`src/rtl/rlpm_pkg.sv`:
```
`timescale 1ns / 1ps
// ----------------------------------------------------------------------------
// rlpm_pkg: shared types and codes for the IPv4 route table
// Route entry, lookup token and per-cell control word; op and status codes.
// ----------------------------------------------------------------------------
package rlpm_pkg;

  localparam logic [1:0] OP_LOOKUP = 2'd0;
  localparam logic [1:0] OP_ADD    = 2'd1;
  localparam logic [1:0] OP_REMOVE = 2'd2;

  localparam logic [2:0] ST_OK        = 3'd0;
  localparam logic [2:0] ST_NOROUTE   = 3'd1;
  localparam logic [2:0] ST_FULL      = 3'd2;
  localparam logic [2:0] ST_NOENTRY   = 3'd3;
  localparam logic [2:0] ST_PROTECTED = 3'd4;

  typedef struct packed {
    logic [31:0] net;
    logic [31:0] mask;
    logic [31:0] hop;
    logic        direct;
  } entry_t;

  // lookup word carried down the chain
  typedef struct packed {
    logic        found;
    logic [31:0] hop;
  } token_t;

  typedef struct packed {
    logic valid;  // cell holds a live route
    logic ins;    // insert in progress this cycle
    logic rem;    // take the entry of the next cell
  } cell_ctl_t;

endpackage

```
`src/rtl/rlpm_cell.sv`:
```
`timescale 1ns / 1ps
// ----------------------------------------------------------------------------
// rlpm_cell: one route table slot
// Holds one entry, shifts with its neighbors on insert and remove, and
// passes the lookup word one cell further each cycle.
// ----------------------------------------------------------------------------
module rlpm_cell
  import rlpm_pkg::*;
(
  input  logic        clk,
  input  cell_ctl_t   ctl,
  input  entry_t      new_entry,
  input  entry_t      prev_entry,
  input  entry_t      next_entry,
  input  logic        keep_prev,
  output logic        keep,
  input  logic [31:0] addr,
  input  token_t      tok_in,
  output token_t      tok_out,
  output entry_t      entry
);

  logic match;

  // entries are sorted by descending mask, so keep is a prefix of the row
  assign keep  = ctl.valid && (entry.mask >= new_entry.mask);
  assign match = ctl.valid && ((addr & entry.mask) == entry.net);

  always_ff @(posedge clk) begin
    if (ctl.ins) begin
      if (!keep) begin
        entry <= keep_prev ? new_entry : prev_entry;
      end
    end else if (ctl.rem) begin
      entry <= next_entry;
    end
  end

  always_ff @(posedge clk) begin
    if (tok_in.found) begin
      tok_out <= tok_in;
    end else begin
      tok_out.found <= match;
      tok_out.hop   <= entry.direct ? addr : entry.hop;
    end
  end

endmodule

```
`config.mk`:
```
export PLATFORM = sky130hd
export DESIGN_NAME = rlpm_cell
export DESIGN_NICKNAME = d
export VERILOG_FILES = /design/src/rtl/rlpm_pkg.sv /design/src/rtl/rlpm_cell.sv
export SDC_FILE = /design/constraint.sdc
export NUM_CORES = 1
export LEC_CHECK = 0
export BUFFER_PORTS_ARGS = -buffer_cell sky130_fd_sc_hd__buf_2
export CAP_MARGIN = 15
export CORE_AREA = 2 2 193 195
export CTS_BUF_LIST = sky130_fd_sc_hd__clkbuf_8
export DETAILED_ROUTE_END_ITERATION = 8
export DIE_AREA = 0 0 195 197
export PLACE_DENSITY = 0.49
export REMOVE_ABC_BUFFERS = 1
export SLEW_MARGIN = 20
export SYNTH_ARGS = -nofsm -noshare
export SYNTH_HDL_FRONTEND = slang
export SYNTH_SLANG_ARGS = --single-unit
```
`constraint.sdc`:
```
create_clock -name clk -period 9.3 [get_ports clk]
set_input_delay 1.86 -clock clk [delete_from_list [all_inputs] [get_ports clk]]
set_output_delay 1.86 -clock clk [all_outputs]
set_load 0.005 [all_outputs]
```
==> metrics <==
status finished, final reports clean; first-pass GRT wire length 44200 um; critical hold path startpoint entry[17]; reported leakage power 5.31 nW; routed vias 7305; RR Startpoint entry[33]; worst setup path startpoint new_entry[60]; share of synthesized flip-flops with an asynchronous set or reset 0%; proportion of synthesized area in mux cells 17.4%; number of top-level design ports 492; top_reg_cell synth sky130_fd_sc_hd__edfxtp_1; H-tree levels 4; fraction of layout instances using a drive strength above 1 42.6%; count of synthesis-stage warnings from yosys 0; crit path max fanout 3; distinct cell type count after synthesis 30; area of the mapped netlist 7480 um2; layout filler cell count 3931; CP Launch Type input pin; wirelength, routed 31000 um; total count of max-transition violations in the final report 0; first-iteration detailed-routing DRC count 209; areal power density over the cells 151 nW/um2; arrival time worst endpoint 3990 ps; compound-cell area share of the yosys netlist 10.7%; clock latency on the worst-skew pair 470 ps; Die Width 195 um; post-layout net count 1622; area share of fa/ha/maj cells after synthesis 5.35%; basic-gate share of the synthesized area counting and, or, nand and nor cells 11.0%; post-synthesis cell count 755; post-detailed-route via-to-cell ratio 4.27; Hold WS 556 ps; CP Data Required Time 7440 ps; sum of net half-perimeters after detailed placement 25300 um; register clock-pin slew on the reported worst setup and hold paths 80 ps; Final Skew 10.1 ps; clock root cell sky130_fd_sc_hd__clkbuf_8; CTS Buffer Depth 2; number of max-cap violations 0; detail-routed net length per standard cell 18.1 um; number of global-route vias before repair 7395; kind of critical path in -> out; total congestion overflow 0; Period Utilization, post-route 62.9%; number of buffers inserted during clock tree synthesis 17; Max Freq 171 MHz; hold violation total from the final report 0; class of the tightest hold or removal check reg -> reg; CP dominant cell by count sky130_fd_sc_hd__buf_2; Crit-path slowest cell sky130_fd_sc_hd__or4_1; Global Route Usage Sum 15.7%; Avg Inst Size Synth 9.91 um2; setup repair after global routing missed its margin false; worst vdd rail ir drop 0.0813 mV; die outline area 38400 um2; count of hold-fix buffers inserted at cts 0; final weighted congestion of routability-driven global placement 0.901; EDFF count, synth 97; Initial Utilization 20.6%; die height 197 um; Synth Register Bits 130; post_cts resized 0; Largest stage delay, worst path 680 ps; initial antenna violation count 1; slew at the pin closest to its max-slew limit 960 ps; Worst setup EP type output pin; Seq/Total Area, Yosys 47.8%; number of rows in the core area 70; pin count of the biggest net entering global routing 91; main combinational cell family by area after synthesis multiplexers; PortBufs 491; remaining antenna violation count 0; number of clock sinks 130; Area Overhead vs Synth 44.5%; final critical path time including I/O delays and setup 5850 ps; xor/xnor share of the synthesized area 3.75%; TritonCTS clock tree built; setup repair bufs after CTS 0; max_slew headroom 36.0%; setup total negative slack 0 ps; Cell Chain, Critical Path buf_2 > inv_1 > ha_1 > nand4_1 > or4_1 > a31oi_1 > o21a_1 > buf_2; drt drc 0; number of inserted diodes 0; Final setup viols 0; DRT Pass-1 Iters 4; standard cell core area 36300 um2
synthesized netlist by cell type (2+ instances only):
cell / count / share of area [%]
sky130_fd_sc_hd__nand2_1: 73 / 3.7
sky130_fd_sc_hd__nor3_1: 3 / 0.20
sky130_fd_sc_hd__dfxtp_1: 33 / 8.8
sky130_fd_sc_hd__buf_2: 13 / 0.87
sky130_fd_sc_hd__xor2_1: 28 / 3.3
sky130_fd_sc_hd__ha_1: 32 / 5.4
sky130_fd_sc_hd__o21a_1: 3 / 0.30
sky130_fd_sc_hd__a21oi_1: 110 / 7.4
sky130_fd_sc_hd__mux2i_1: 130 / 17
sky130_fd_sc_hd__nand3_1: 3 / 0.20
sky130_fd_sc_hd__inv_1: 33 / 1.7
sky130_fd_sc_hd__nand4_1: 13 / 1.1
sky130_fd_sc_hd__xnor2_1: 4 / 0.47
sky130_fd_sc_hd__o21ai_0: 36 / 2.4
sky130_fd_sc_hd__nor2_1: 100 / 5.0
sky130_fd_sc_hd__edfxtp_1: 97 / 39
sky130_fd_sc_hd__nand2b_1: 2 / 0.17
sky130_fd_sc_hd__clkbuf_1: 30 / 1.5
per-layer routing:
metal	share of wire, %	vias up	GRT usage (%)
met4	1.7	2	4.16
met1	41	3332	17.8
met5	0.023	-	0
li1	-	3638	-
met3	7.2	23	4.96
met2	51	310	28.5
flip-flops by register name, indices dropped and copies added, names as in the netlist:
signal,flops
entry,97
tok_out,33
cells by family after synthesis:
family | Yosys count
simple gates | 199
compound gates | 155
mux | 130
flops | 130
buf+inv | 77
xor+xnor | 32
fa+ha+maj | 32
path summary, 6_finish.rpt:
path	cells past startpoint	end	slack, ps
min reg2reg	2	tok_out[16]	560
min	2	tok_out[16]	560
max	8	keep	3450
max reg2reg	8	entry[73]	5560
worst max-delay path, delay by kind of cell:
kind	cells	cell delay, ps
AND/OR/NAND/NOR	2	930
buffers and inverters	3	250
AO/OA/AOI/OAI	2	650
adder cells (fa/ha/maj)	1	300
stage by stage:
stage               utilization (%)  power, mW  instances  worst slack, ps  cell area [um2]
CTS                            29.7       1.66       1709             3350            10800
global placement               28.7       1.18       1677             3360            10400
global route                   29.8       1.73       1710             3300            10800
finish                         29.8       1.63       1710             3450            10800
detailed placement             28.7       1.18       1677             3350            10400
floorplan                         -      0.924        711             1590             7300
final cells by class:
class	instances	area, um2	share of cell area, %
multi-input cells	548	3610	33.4
flip-flops and latches	130	3570	33.1
repair buffers	499	2550	23.6
well taps	468	586	5.42
clock buffers	17	234	2.17
clock inverters	15	126	1.17
inverters	33	124	1.15
layout by cell type, fill, tap and decap left out, drive strengths merged:
master,n
a2111oi,1
a21oi,110
a221oi,1
a2bb2oi,1
a31oi,1
a41o,1
buf,499
bufinv,2
clkbuf,17
clkinv,8
clkinvlp,3
dfxtp,33
edfxtp,97
ha,32
inv,35
mux2i,130
nand2,73
nand2b,2
nand3,3
nand4,14
nor2,100
nor3,4
nor4,1
o21a,3
o21ai,37
or4,1
or4b,1
xnor2,4
xor2,28
report_power, final:
part	switching, mW	internal [mW]	total [mW]
Combinational	0.220	0.188	0.408
Clock	0.238	0.230	0.468
Sequential	0.0443	0.707	0.751
Power figures use the tool's default switching activity.
